--- config.mk ---
export PLATFORM = sky130hd
export DESIGN_NAME = store_buffer_with_forwarding_core
export DESIGN_NICKNAME = d
export VERILOG_FILES = /design/src/rtl/sbf_pkg.sv /design/src/rtl/store_buffer_with_forwarding_core.sv /design/src/rtl/sbf_cell.sv
export VERILOG_INCLUDE_DIRS = /design/src /design/src/rtl
export SDC_FILE = /design/constraint.sdc
export NUM_CORES = 1
export LEC_CHECK = 0
export BUFFER_PORTS_ARGS = -buffer_cell sky130_fd_sc_hd__buf_4
export CORE_MARGIN = 2
export CORE_UTILIZATION = 62
export DETAILED_ROUTE_END_ITERATION = 12
export GPL_TIMING_DRIVEN = 1
export PLACE_DENSITY = 0.8
export SYNTH_ARGS = -nofsm -noshare
export SYNTH_HDL_FRONTEND = slang
export SYNTH_SLANG_ARGS = --single-unit
export TNS_END_PERCENT = 30
--- constraint.sdc ---
create_clock -name clk -period 5.4 [get_ports clk]
set_clock_uncertainty 0.2 [all_clocks]
set_input_delay 0.54 -clock clk [delete_from_list [all_inputs] [get_ports clk]]
set_output_delay 0.54 -clock clk [all_outputs]
set_load 0.005 [all_outputs]
--- src/rtl/store_buffer_with_forwarding_core_macros.svh ---
// Assertion macros shared by the store buffer RTL.
`ifndef STORE_BUFFER_WITH_FORWARDING_CORE_MACROS_SVH
`define STORE_BUFFER_WITH_FORWARDING_CORE_MACROS_SVH

`ifndef ASSERT_OFF
`define SBF_ASSERT(lbl, prop) \
  lbl: assert property (@(posedge clk) disable iff (rst) prop) \
    else $error("store buffer check failed");
`define SBF_ASSERT_NORST(lbl, prop) \
  lbl: assert property (@(posedge clk) prop) \
    else $error("store buffer reset check failed");
`else
`define SBF_ASSERT(lbl, prop)
`define SBF_ASSERT_NORST(lbl, prop)
`endif

`endif

--- src/rtl/sbf_pkg.sv ---
// Shared types and codes of the store buffer.
`default_nettype none

package sbf_pkg;

  localparam int DEPTH_DEFAULT = 8;

  localparam logic [1:0] OP_READ  = 2'd0;
  localparam logic [1:0] OP_WRITE = 2'd1;
  localparam logic [1:0] OP_FENCE = 2'd2;
  localparam logic [1:0] OP_DRAIN = 2'd3;

  localparam logic [2:0] STS_READ_HIT  = 3'd0;
  localparam logic [2:0] STS_READ_MISS = 3'd1;
  localparam logic [2:0] STS_QUEUED    = 3'd2;
  localparam logic [2:0] STS_MERGED    = 3'd3;
  localparam logic [2:0] STS_FULL      = 3'd4;
  localparam logic [2:0] STS_FENCE     = 3'd5;
  localparam logic [2:0] STS_DRAINED   = 3'd6;
  localparam logic [2:0] STS_EMPTY     = 3'd7;

  // Contents of one buffer entry, as handed between neighbouring cells.
  typedef struct packed {
    logic        valid;
    logic        fence;
    logic [31:0] address;
    logic [31:0] data;
  } cell_state_t;

  // Command broadcast from the controller to every cell.
  typedef struct packed {
    logic        lookup;
    logic        apply;
    logic        any_hit;
    logic [1:0]  opcode;
    logic [31:0] address;
    logic [31:0] data;
  } cell_cmd_t;

endpackage

`default_nettype wire

--- src/rtl/store_buffer_with_forwarding_core.sv ---
// Store buffer with load forwarding: top level with controller and cell row.
//
// Request channel (req_valid/req_stall) carries opcode, address and
// write_data; response channel (rsp_valid/rsp_stall) returns status,
// out_address, out_data and fence_mark, exactly one response per request.
// Entries sit in a row of cells with the oldest in the first cell; a drain
// shifts the whole row one place towards the head, a new write lands in
// the first free cell.
// Each request passes through the transfer, a lookup state in which
// every cell compares its address and registers a hit flag, and an
// apply state which updates the row and loads the response register.
// A new request is taken only when the controller is back in idle, so
// no request is taken before the previous one has left its apply state;
// the compare-then-update sequence across the cell row requires this.
// A stalled response holds in its register; the next request may still be
// taken, and its apply cycle waits until the held response is taken.
// Reset empties the buffer and drops any pending response; no clearing
// pass is needed.
`default_nettype none
`include "store_buffer_with_forwarding_core_macros.svh"

module store_buffer_with_forwarding_core
  import sbf_pkg::*;
#(
  parameter int DEPTH = DEPTH_DEFAULT
) (
  input  wire logic        clk,
  input  wire logic        rst,
  input  wire logic        req_valid,
  output logic             req_stall,
  input  wire logic [1:0]  opcode,
  input  wire logic [31:0] address,
  input  wire logic [31:0] write_data,
  output logic             rsp_valid,
  input  wire logic        rsp_stall,
  output logic [2:0]       status,
  output logic [31:0]      out_address,
  output logic [31:0]      out_data,
  output logic             fence_mark
);

  localparam logic [1:0] ST_IDLE  = 2'd0;
  localparam logic [1:0] ST_LOOK  = 2'd1;
  localparam logic [1:0] ST_APPLY = 2'd2;

  logic [1:0]  state;
  logic [1:0]  op;
  logic [31:0] addr;
  logic [31:0] wdata;

  cell_cmd_t   cmd;
  cell_state_t cells [DEPTH];
  logic [DEPTH-1:0] hit_vec;
  logic [DEPTH-1:0] valid_vec;
  logic [DEPTH-1:0] valid_plus;
  logic [31:0] hit_data;
  logic        any_hit;
  logic        apply_go;

  logic [2:0]  status_next;
  logic [31:0] out_address_next;
  logic [31:0] out_data_next;
  logic        fence_mark_next;

  assign req_stall = (state != ST_IDLE);
  assign apply_go  = (state == ST_APPLY) && !(rsp_valid && rsp_stall);

  always_comb begin
    hit_data = '0;
    for (int i = 0; i < DEPTH; i++) begin
      valid_vec[i] = cells[i].valid;
      if (hit_vec[i]) begin
        hit_data = hit_data | cells[i].data;
      end
    end
    any_hit    = |hit_vec;
    valid_plus = valid_vec + DEPTH'(1);
  end

  always_comb begin
    cmd.lookup  = (state == ST_LOOK);
    cmd.apply   = apply_go;
    cmd.any_hit = any_hit;
    cmd.opcode  = op;
    cmd.address = addr;
    cmd.data    = wdata;
  end

  for (genvar g = 0; g < DEPTH; g++) begin : g_cell
    logic        prev_v;
    cell_state_t next_e;
    if (g == 0) begin : g_head
      assign prev_v = 1'b1;
    end else begin : g_body
      assign prev_v = cells[g-1].valid;
    end
    if (g == DEPTH - 1) begin : g_tail
      assign next_e = '0;
    end else begin : g_link
      assign next_e = cells[g+1];
    end
    sbf_cell u_cell (
      .clk        (clk),
      .rst        (rst),
      .cmd        (cmd),
      .prev_valid (prev_v),
      .next_entry (next_e),
      .entry      (cells[g]),
      .hit        (hit_vec[g])
    );
  end

  always_comb begin
    status_next      = STS_FENCE;
    out_address_next = '0;
    out_data_next    = '0;
    fence_mark_next  = 1'b0;
    unique case (op)
      OP_READ: begin
        status_next      = any_hit ? STS_READ_HIT : STS_READ_MISS;
        out_address_next = addr;
        out_data_next    = hit_data;
      end
      OP_WRITE: begin
        if (any_hit) begin
          status_next = STS_MERGED;
        end else if (cells[DEPTH-1].valid) begin
          status_next = STS_FULL;
        end else begin
          status_next = STS_QUEUED;
        end
      end
      OP_FENCE: begin
        status_next = STS_FENCE;
      end
      OP_DRAIN: begin
        if (cells[0].valid) begin
          status_next      = STS_DRAINED;
          out_address_next = cells[0].address;
          out_data_next    = cells[0].data;
          fence_mark_next  = cells[0].fence;
        end else begin
          status_next = STS_EMPTY;
        end
      end
      default: begin
      end
    endcase
  end

  always_ff @(posedge clk) begin
    if (rst) begin
      state     <= ST_IDLE;
      rsp_valid <= 1'b0;
    end else begin
      if (rsp_valid && !rsp_stall) begin
        rsp_valid <= 1'b0;
      end
      unique case (state)
        ST_IDLE: begin
          if (req_valid) begin
            state <= ST_LOOK;
          end
        end
        ST_LOOK: begin
          state <= ST_APPLY;
        end
        ST_APPLY: begin
          // hold until the previous response has been taken
          if (apply_go) begin
            rsp_valid <= 1'b1;
            state     <= ST_IDLE;
          end
        end
        default: begin
          state <= ST_IDLE;
        end
      endcase
    end
  end

  always_ff @(posedge clk) begin
    if (state == ST_IDLE && req_valid) begin
      op    <= opcode;
      addr  <= address;
      wdata <= write_data;
    end
    if (apply_go) begin
      status      <= status_next;
      out_address <= out_address_next;
      out_data    <= out_data_next;
      fence_mark  <= fence_mark_next;
    end
  end

  `SBF_ASSERT(a_transfer_starts_lookup, (req_valid && !req_stall) |=> (state == ST_LOOK))
  `SBF_ASSERT(a_single_hit, $onehot0(hit_vec))
  `SBF_ASSERT(a_entries_packed, (valid_plus & valid_vec) == '0)
  `SBF_ASSERT(a_rsp_from_apply, $rose(rsp_valid) |-> ($past(state) == ST_APPLY))
  `SBF_ASSERT_NORST(a_reset_clears, rst |=> (!rsp_valid && state == ST_IDLE))

endmodule

`default_nettype wire

--- src/rtl/sbf_cell.sv ---
// One entry of the store buffer row: compare, merge, append, mark and shift.
`default_nettype none

module sbf_cell
  import sbf_pkg::*;
(
  input  wire logic        clk,
  input  wire logic        rst,
  input  wire cell_cmd_t   cmd,
  input  wire logic        prev_valid,
  input  wire cell_state_t next_entry,
  output cell_state_t      entry,
  output logic             hit
);

  cell_state_t ent;

  assign entry = ent;

  always_ff @(posedge clk) begin
    if (rst) begin
      ent.valid <= 1'b0;
      ent.fence <= 1'b0;
      hit       <= 1'b0;
    end else begin
      if (cmd.lookup) begin
        hit <= ent.valid && (ent.address == cmd.address);
      end
      if (cmd.apply) begin
        unique case (cmd.opcode)
          OP_DRAIN: begin
            // advance towards the head
            ent.valid   <= next_entry.valid;
            ent.fence   <= next_entry.fence;
            ent.address <= next_entry.address;
            ent.data    <= next_entry.data;
          end
          OP_WRITE: begin
            if (hit) begin
              ent.data <= cmd.data;
            end else if (!cmd.any_hit && !ent.valid && prev_valid) begin
              ent.valid   <= 1'b1;
              ent.fence   <= 1'b0;
              ent.address <= cmd.address;
              ent.data    <= cmd.data;
            end
          end
          OP_FENCE: begin
            if (ent.valid && !next_entry.valid) begin
              ent.fence <= 1'b1;
            end
          end
          default: begin
          end
        endcase
      end
    end
  end

endmodule

`default_nettype wire
==> metrics.cfg, run 1 <==
[outcome]
status = completed

[detailed_routing]
drc_errors = 0
drt_iter0_markers = 3335
via_count = 19800
vias_per_cell = 6.63
detail_route.wl_per_cell_microns = 27.1
dr.pass1.iters = 8
postRouteAntennaNets = 0
finalWirelength_microns = 80700

[setup_path]
max_stage_delay_ns = 1.07
crit_family = compound AO/OA/AOI/OAI gates
cp_max_fo = 32
regToRegSetupSlack_ns = 1.81
cpMaxStageDelayCell = o21a_2
cp-end-kind = flip-flop
reg2reg_depth = 5
startpoint_type = flip-flop
cp.buffers_inverters = 1
crit_type = flip-flop to flip-flop
crit_arrival_ns = 3.61
required_ns = 5.43
r2r-end = g_cell[4].u_cell.entry[25]$_DFFE_PP_
path_cells = inv_1, ha_4, nor2_1, nor4_2, o21a_2
timing.rr.start = op[1]$_DFFE_PP_

[timing]
setup_viol = 0
setup_tns_ns = 0
slew_viol_final = 0
hold_slack_ns = 0.0497
max_freq_mhz = 279
tightest_slew_ns = 1.24
fin_ws_ns = 1.81
finalCritPeriodShare_pct = 66.4
period_needed_ns = 3.59
hold_viol = 0
grt_setup_unrepaired = no
slew_headroom_pct = 17.5

[placement]
hpwl_microns = 49800
dp.cells = 2796
port_buffers = 139
gp_congestion = 0.956
preCtsSetupSlack_ns = 1.91

[global_route]
grt_max_degree = 168
grt_pass1_vias = 19500
grt_first_pass_wirelength_microns = 120000
overflow = 0
grt.total_usage_pct = 32.3
antenna_found_initial = 0

[worst_hold_path]
holdPathStages = 3
hold_end = rsp_valid$_SDFF_PP0_
hold_path.startpoint = rsp_stall
worstHoldPathType = input port to flip-flop

[cells_and_area]
regArea_sq_mm = 0.0199
nets = 2392
drive_above_1_share_pct = 12.0
fill_cells = 3034
final_common_cell = edfxtp_1
diodes = 0
multi_input_area_sq_mm = 0.00908
final_core_util_pct = 71.7
area_delta_synth_final_pct = 14.4
final_cells = 2982
final_cell_mix = edfxtp_1, a21o_1, buf_4, xnor2_1, a22oi_1

[floorplanning]
io_pins = 140
die-area_sq_mm = 0.0499
die_w_microns = 223
die_y_microns = 223
core_sq_mm = 0.0476
fp-row-count = 80
initial_core_util_pct = 62.6

[yosys]
synth_nets = 2233
synth.mux.area_fraction_pct = 0.235
synth_cell_types = 40
synth_seq_cells = 673
synth-seq-area-share_pct = 66.8
synthArstFlopShare_pct = 0
synth_xor_area_share_pct = 7.51
synth_compound_area_share_pct = 16.9
yosys.area_share.simple_pct = 5.51
synth_top_family_by_area = compound AO/OA/AOI/OAI gates
syn_area_sq_mm = 0.0298
synth_fa_ha_area_share_pct = 0.168
ys.flop_type = edfxtp_1
synth_enable_flop_cells = 646
syn_area_per_cell_sq_um = 13.8
synth_cells = 2159
yosysWarnings = 0

[clock_tree]
cts_made_buffers = 69
clockRootBuffer = clkbuf_16
htreeDepth = 3
clock_path_buffers = 3
cts_tree = yes
cts.sinks = 673
worstSkewPairLatency_ns = 0.62
clkTransAtPathRegs_ns = 0.06

[power_and_ir_drop]
leakage_nw = 13.6
powerDensity_mw_per_mm2 = 330
ir_drop_v = 0.000214

[flow_run]
cap_viol_max_count = 0

through the flow:
stage	area [sq um]	power (W)
after floorplan	29800	0.00644
after global placement	31400	0.00668
after detailed placement	31400	0.00671
after CTS	34200	0.0113
after global routing	34200	0.0115
final	34200	0.0113
worst max path at each step:
stage          cells after the start                                 endpoint            start
3_3_place_gp                       5     g_cell[0].u_cell.entry[22]$_DFFE_PP_  op[1]$_DFFE_PP_
3_5_place_dp                       5     g_cell[4].u_cell.entry[26]$_DFFE_PP_  op[1]$_DFFE_PP_
4_1_cts                            5     g_cell[4].u_cell.entry[25]$_DFFE_PP_  op[1]$_DFFE_PP_
6_report                           5     g_cell[4].u_cell.entry[25]$_DFFE_PP_  op[1]$_DFFE_PP_
5_1_grt                            5     g_cell[4].u_cell.entry[25]$_DFFE_PP_  op[1]$_DFFE_PP_
2_1_floorplan                      5  g_cell[6].u_cell.entry[64]$_SDFFE_PP0P_        rsp_stall
flip-flops by register name, indices dropped and copies added (netlist names):
name / count
status: 3
fence_mark: 1
g_cell.u_cell.hit: 8
out_address: 32
rsp_valid: 1
state: 2
out_data: 32
addr: 32
wdata: 32
op: 2
g_cell.u_cell.entry: 528
final cells by class:
type	count	area share, %
flip-flops and latches	673	58.4
multi-input cells	1261	26.6
well taps	615	2.25
repair buffers	236	5.71
clock buffers	91	5.57
inverters	77	0.868
clock inverters	29	0.656
worst min-delay path, stage by stage:
cell and delay, ns:
buf_4 0.11, nand2_1 0.07, a21oi_1 0.07
report_power, final:
group	switching (W)	internal, W	leakage, nW	total, W
Sequential	0.000114	0.00581	6.17	0.00593
Clock	0.00199	0.00263	1.04	0.00462
Combinational	0.000432	0.000301	6.38	0.000734
cell families after synthesis:
| logic type | count (synthesis) |
|---|---|
| adder cells (fa/ha/maj) | 4 |
| buffers and inverters | 225 |
| multiplexers | 7 |
| AND/OR/NAND/NOR | 335 |
| XOR/XNOR | 256 |
| flip-flops | 673 |
| AO/OA/AOI/OAI | 659 |
Yosys cell counts, drive strengths merged (7+ instances only):
master | count | area share, %
a21o | 449 | 11
a21oi | 12 | 0.20
a222oi | 32 | 1.1
a22oi | 129 | 3.2
and2 | 10 | 0.21
buf | 23 | 0.38
clkbuf | 125 | 1.6
clkinv | 64 | 0.80
dfxtp | 27 | 1.8
edfxtp | 646 | 65
inv | 13 | 0.16
mux2i | 7 | 0.23
nand2 | 82 | 1.0
nand2b | 9 | 0.19
nand3 | 39 | 0.74
nand4 | 48 | 1.0
nor2 | 88 | 1.1
nor3 | 19 | 0.37
nor4 | 34 | 0.71
o21a | 8 | 0.20
o21ai | 18 | 0.30
xnor2 | 144 | 4.2
xor2 | 112 | 3.3
routing by layer:
layer  routed length (microns)  GRT usage, %  up-vias  share of wire, %
met1                     30300          45.4     9711                38
met4                      3130          13.1        0               3.9
met5                         0             0        -                 0
li1                          -             -     8473                 -
met3                      8950          5.62      203                11
met2                     38400          50.7     1374                48
repair_timing:
action / 4_1_cts / 5_1_grt
hold endpoints to repair: 66 / 0
resized for setup: 0 / 0
hold buffers: 66 / 0
setup buffers: 0 / 0
Note: power is estimated with default switching activity, not from simulation.
==> run 2: changes to the inputs <==
Settings changed: CORE_UTILIZATION 62 to 56, PLACE_DENSITY 0.8 to 0.77.
Clock period 5.4 ns to 2.95 ns, I/O delays scaled along.
==> run 2 against run 1 <==
Global-route usage down 4.0 points. Non-clock buffer count up 43. Combinational power up 91%. Die area up 11%. Worst setup slack worse by 1.6 ns. Count of clock-buffer cells in the layout down 5. Utilization down 5.5 points. Critical path depth up 2. Power up 84%. First-iteration DRC count down 6.6%. Register-to-register slack worse by 1.6 ns. Sequential cell count unchanged.
==> metrics.cfg, run 2 (synthesis gave the netlist of run 1 again) <==
[placement]
gp_congestion = 0.931
port_buffers = 139
dp.cells = 2907
hpwl_microns = 49700

[power_and_ir_drop]
p_seq_share_pct = 52.1
sw_frac_of_total_pct = 22.4
powerDensity_mw_per_mm2 = 596
design_power_total_w = 0.0208
power.combinational.fraction_pct = 6.8
switchingPower_w = 0.00465
internal-power_w = 0.0161
ir_drop_v = 0.000405
p_clk_share_pct = 41.1
leakage_nw = 13.9

[setup_path]
startpoint_type = flip-flop
cp-end-kind = flip-flop
crit_type = flip-flop to flip-flop
crit_arrival_ns = 3.06
required_ns = 3.23
cp_max_fo = 101

[clock_tree]
post_cts_buffers = 0
cts_tree = yes
htreeDepth = 3
clock_path_buffers = 3
worstSkewPairLatency_ns = 0.60
cts_made_buffers = 71
ctsResizeCount = 0
clockRootBuffer = clkbuf_16
clkTransAtPathRegs_ns = 0.06
cts.sinks = 673
cts_hold_buf = 71

[detailed_routing]
dr.pass1.iters = 8
via_count = 19700
finalWirelength_microns = 78700
drc_errors = 0
vias_per_cell = 6.35
drt_iter0_markers = 3114
detail_route.wl_per_cell_microns = 25.4
postRouteAntennaNets = 0

[timing]
max_freq_mhz = 361
setup_viol = 0
slew_headroom_pct = 46.1
finalCritPeriodShare_pct = 94.0
tightest_slew_ns = 0.806
grt_setup_unrepaired = no
slew_viol_final = 0
period_needed_ns = 2.77
hold_viol = 0

[cells_and_area]
area_delta_synth_final_pct = 16.9
diodes = 0
final_cell_mix = edfxtp_1, a21o_1, buf_4, xnor2_1, a22oi_1
final_cells = 3103
largest_reg_flops = 528
drive_above_1_share_pct = 13.6
nets = 2437
final_common_cell = edfxtp_1

[floorplanning]
die-area_sq_mm = 0.0552
fp-row-count = 84
core_sq_mm = 0.0527
die_y_microns = 235
initial_core_util_pct = 56.7
die_w_microns = 235
io_pins = 140

[global_route]
grt_pass1_vias = 19800
grt_max_degree = 102
antenna_found_initial = 0
grt.total_usage_pct = 28.3
grt_first_pass_wirelength_microns = 119000
overflow = 0

[worst_hold_path]
worstHoldPathType = input port to flip-flop

[flow_run]
cap_viol_max_count = 0

[outcome]
status = completed

## run 2: cell count changes in the layout (fill, tap and decap cells not counted), moves of 2 or more
| cell | previous run | this run |
|---|---|---|
| clkinv_8 | 0 | 2 |
| buf_12 | 1 | 20 |
| clkbuf_16 | 73 | 71 |
| o21a_1 | 5 | 7 |
| dlygate4sd3_1 | 66 | 71 |
| clkbuf_1 | 17 | 14 |
| buf_4 | 169 | 188 |
| o21a_2 | 3 | 1 |
| clkinv_2 | 8 | 12 |
| bufinv_16 | 3 | 5 |
| clkinvlp_4 | 0 | 3 |
## run 2: layer usage
layer,GRT usage (%),share of wire (%)
met5,0,0
met2,43.7,46
met3,4.31,12
met4,10.0,3.1
met1,41.1,39
## run 2: through the flow
step / setup TNS (ns) / setup slack, ns / area (sq um) / hold slack [ns] / utilization [%]
4_1_cts: 0 / 0.270 / 34900 / 0.190 / 66.2
3_3_place_gp: 0 / 0.365 / 32000 / 0.273 / 60.7
6_report: 0 / 0.178 / 34900 / 0.210 / 66.2
3_5_place_dp: 0 / 0.288 / 32000 / 0.274 / 60.7
2_1_floorplan: -27.68 / -0.111 / 29900 / 0.194 / -
5_1_grt: 0 / 0.0470 / 34900 / 0.200 / 66.2
## run 2: path summary, 6_finish.rpt
kind / from / to / slack [ns] / depth (start not counted)
setup / recovery: op[0]$_DFFE_PP_ / g_cell[5].u_cell.entry[65]$_SDFFE_PP0P_ / 0.18 / 7
hold / removal: address[28] / addr[28]$_DFFE_PP_ / 0.21 / 2
setup reg to reg: op[0]$_DFFE_PP_ / g_cell[5].u_cell.entry[65]$_SDFFE_PP0P_ / 0.18 / 7
hold reg to reg: g_cell[6].u_cell.entry[64]$_SDFFE_PP0P_ / g_cell[6].u_cell.entry[64]$_SDFFE_PP0P_ / 0.30 / 2
## run 2: power by group through the flow
stage	Combinational (W)	Sequential [W]	Clock (W)
2_1_floorplan	0.000899	0.0109	0
3_3_place_gp	0.00126	0.0110	0
3_5_place_dp	0.00130	0.0110	0
4_1_cts	0.00139	0.0108	0.00858
5_1_grt	0.00151	0.0108	0.00899
6_report	0.00140	0.0108	0.00855
## run 2: worst max-delay path, cell delays in order (launching register included)
cell and delay, ns:
edfxtp_1 0.45, ha_4 0.32, buf_12 0.25, inv_8 0.34
buf_12 0.40, nand2_1 0.28, nor2_1 0.19, nor3_1 0.06
## run 2: final cells by class
type / instances / area [sq um]
Clock inverter: 39 / 339
Sequential cell: 673 / 19900
Clock buffer: 86 / 1840
Inverter: 77 / 297
Tap cell: 688 / 861
Fill cell: 3636 / 17800
Timing Repair Buffer: 279 / 2520
Multi-Input combinational cell: 1261 / 9080
==> run 3: changes to the inputs <==
Settings changed: SLEW_MARGIN from default to 20.
Clock period 2.95 ns to 2.3 ns, I/O delays scaled along.
==> run 3 against run 2 <==
The run now ends with setup timing left. Combinational power grew 49%. Final area increased by 4.1%. Utilization grew 2.7 points. Non-clock buffer count up 97. Worst setup slack worse by 0.20 ns. Die area stayed put. First-iteration DRC count decreased by 2.2%. Via count grew 4.1%. Power is 33% higher. Critical path type unchanged. Largest power group unchanged.
==> metrics.cfg, run 3 (synthesis gave the netlist of run 1 again) <==
[worst_hold_path]
worstHoldPathType = input port to flip-flop
hold_path.startpoint = address[22]
holdPathStages = 2

[clock_tree]
clockRootBuffer = clkbuf_16
clkTransAtPathRegs_ns = 0.06
htreeDepth = 3
cts.sinks = 673
clock_path_buffers = 3
cts_tree = yes
worstSkewPairLatency_ns = 0.61
cts_made_buffers = 72

[placement]
port_buffers = 139
preCtsSetupSlack_ns = -0.0418
hpwl_microns = 54200
dp.cells = 2990
gp_congestion = 0.986
place_area_sq_mm = 0.0329

[floorplanning]
die_w_microns = 235
initial_core_util_pct = 56.7
core_sq_mm = 0.0527
io_pins = 140
die_y_microns = 235
die-area_sq_mm = 0.0552
fp-row-count = 84

[setup_path]
cp.buffers_inverters = 2
required_ns = 2.40
cp-startpoint = g_cell[4].u_cell.hit$_SDFFE_PP0N_
cp_max_fo = 16
crit_type = flip-flop to flip-flop
worstSetupPathDepth = 5
startpoint_type = flip-flop
timing.rr.start = g_cell[4].u_cell.hit$_SDFFE_PP0N_
crit_family = simple AND/OR/NAND/NOR gates
crit_arrival_ns = 2.42
max_stage_delay_ns = 0.55
cpMaxStageDelayCell = or4_4
path_cells = or4_4, buf_12, o31ai_4, and2_4, buf_16
reg2reg_depth = 5
cp-end-kind = flip-flop

[cells_and_area]
final_cell_mix = edfxtp_1, a21o_1, buf_4, xnor2_1, a22oi_1
final_cell_area_sq_mm = 0.0363
drive_above_1_share_pct = 18.1
regArea_sq_mm = 0.0199
area_delta_synth_final_pct = 21.6
final_cells = 3203
final_common_cell = edfxtp_1
largest_reg_flops = 528
multi_input_area_sq_mm = 0.00918
fill_cells = 3457
nets = 2535

[power_and_ir_drop]
design_power_total_w = 0.0277
leakage_nw = 14.6
powerDensity_mw_per_mm2 = 763
ir_drop_v = 0.000572

[timing]
finalCritPeriodShare_pct = 101
fin_ws_ns = -0.0268
setup_viol = 58
slew_headroom_pct = 52.9
max_freq_mhz = 430
tightest_slew_ns = 0.704
hold_viol = 0
period_needed_ns = 2.33
slew_viol_final = 0
hold_slack_ns = 0.134
grt_setup_unrepaired = yes

[detailed_routing]
via_count = 20500
drc_errors = 0
drt_iter0_markers = 3047
finalWirelength_microns = 86000
vias_per_cell = 6.40
dr.pass1.iters = 7
postRouteAntennaNets = 0
detail_route.wl_per_cell_microns = 26.9

[global_route]
grt_first_pass_wirelength_microns = 125000
overflow = 0
grt_pass1_vias = 19600
antenna_found_initial = 2
grt.total_usage_pct = 30.1
grt_max_degree = 128

[flow_run]
cap_viol_max_count = 0

[outcome]
status = finished, violations left
violations = setup timing

run 3: cell types whose count changed in the layout (fill, tap and decap cells not counted), sizes merged:
cell	delta
buf	+91
clkinvlp	+2
clkbuf	+4
inv	+3
bufinv	+5
diode	+1
clkinv	-6
run 3: final cells by class:
class,instances,area share [%]
flip-flops and latches,673,54.9
multi-input cells,1261,25.3
repair buffers,376,10.1
clock buffers,84,5.15
well taps,688,2.37
clock inverters,43,1.34
inverters,77,0.817
diodes,1,0.00689
run 3: layer usage:
metal / wire, microns / global-route usage, % / vias to the layer above
met4: 3160 / 10.5 / 0
met3: 11200 / 7.98 / 209
met2: 38600 / 45.3 / 1403
met5: 0 / 0 / -
met1: 33100 / 42.6 / 10100
li1: - / - / 8793
run 3: final timing paths:
| check | endpoint | slack (ns) |
|---|---|---|
| setup / recovery | g_cell[4].u_cell.entry[38]$_DFFE_PP_ | -0.03 |
| hold / removal | addr[22]$_DFFE_PP_ | 0.13 |
| setup reg to reg | g_cell[4].u_cell.entry[38]$_DFFE_PP_ | -0.03 |
| hold reg to reg | g_cell[0].u_cell.entry[64]$_SDFFE_PP0P_ | 0.30 |
run 3: repair_timing:
action	in CTS	in global routing
hold endpoints to repair	85	0
gates cloned	0	8
gates resized for setup	6	15
setup endpoints to repair	124	404
hold buffers	71	0
pin swaps	2	8
buffers inserted	0	6
run 3: worst register-to-register path, cell delays in order (launching register included):
cell	delay, ns
dfxtp_1	0.31
or4_4	0.55
buf_12	0.17
o31ai_4	0.30
and2_4	0.27
buf_16	0.19
run 3: power by group:
part | total [W] | switching, W | internal (W)
logic | 0.00209 | 0.00120 | 0.000890
registers | 0.0138 | 0.000160 | 0.0136
clock network | 0.0118 | 0.00486 | 0.00695
total | 0.0277 | 0.00622 | 0.0215
run 3: per-stage QoR:
step / setup TNS [ns] / util [%]
floorplan: -153.14 / -
global placement: -0.183 / 62.5
detailed placement: -1.81 / 62.5
CTS: 0 / 68.4
global route: -6.47 / 68.9
finish: -0.855 / 68.9
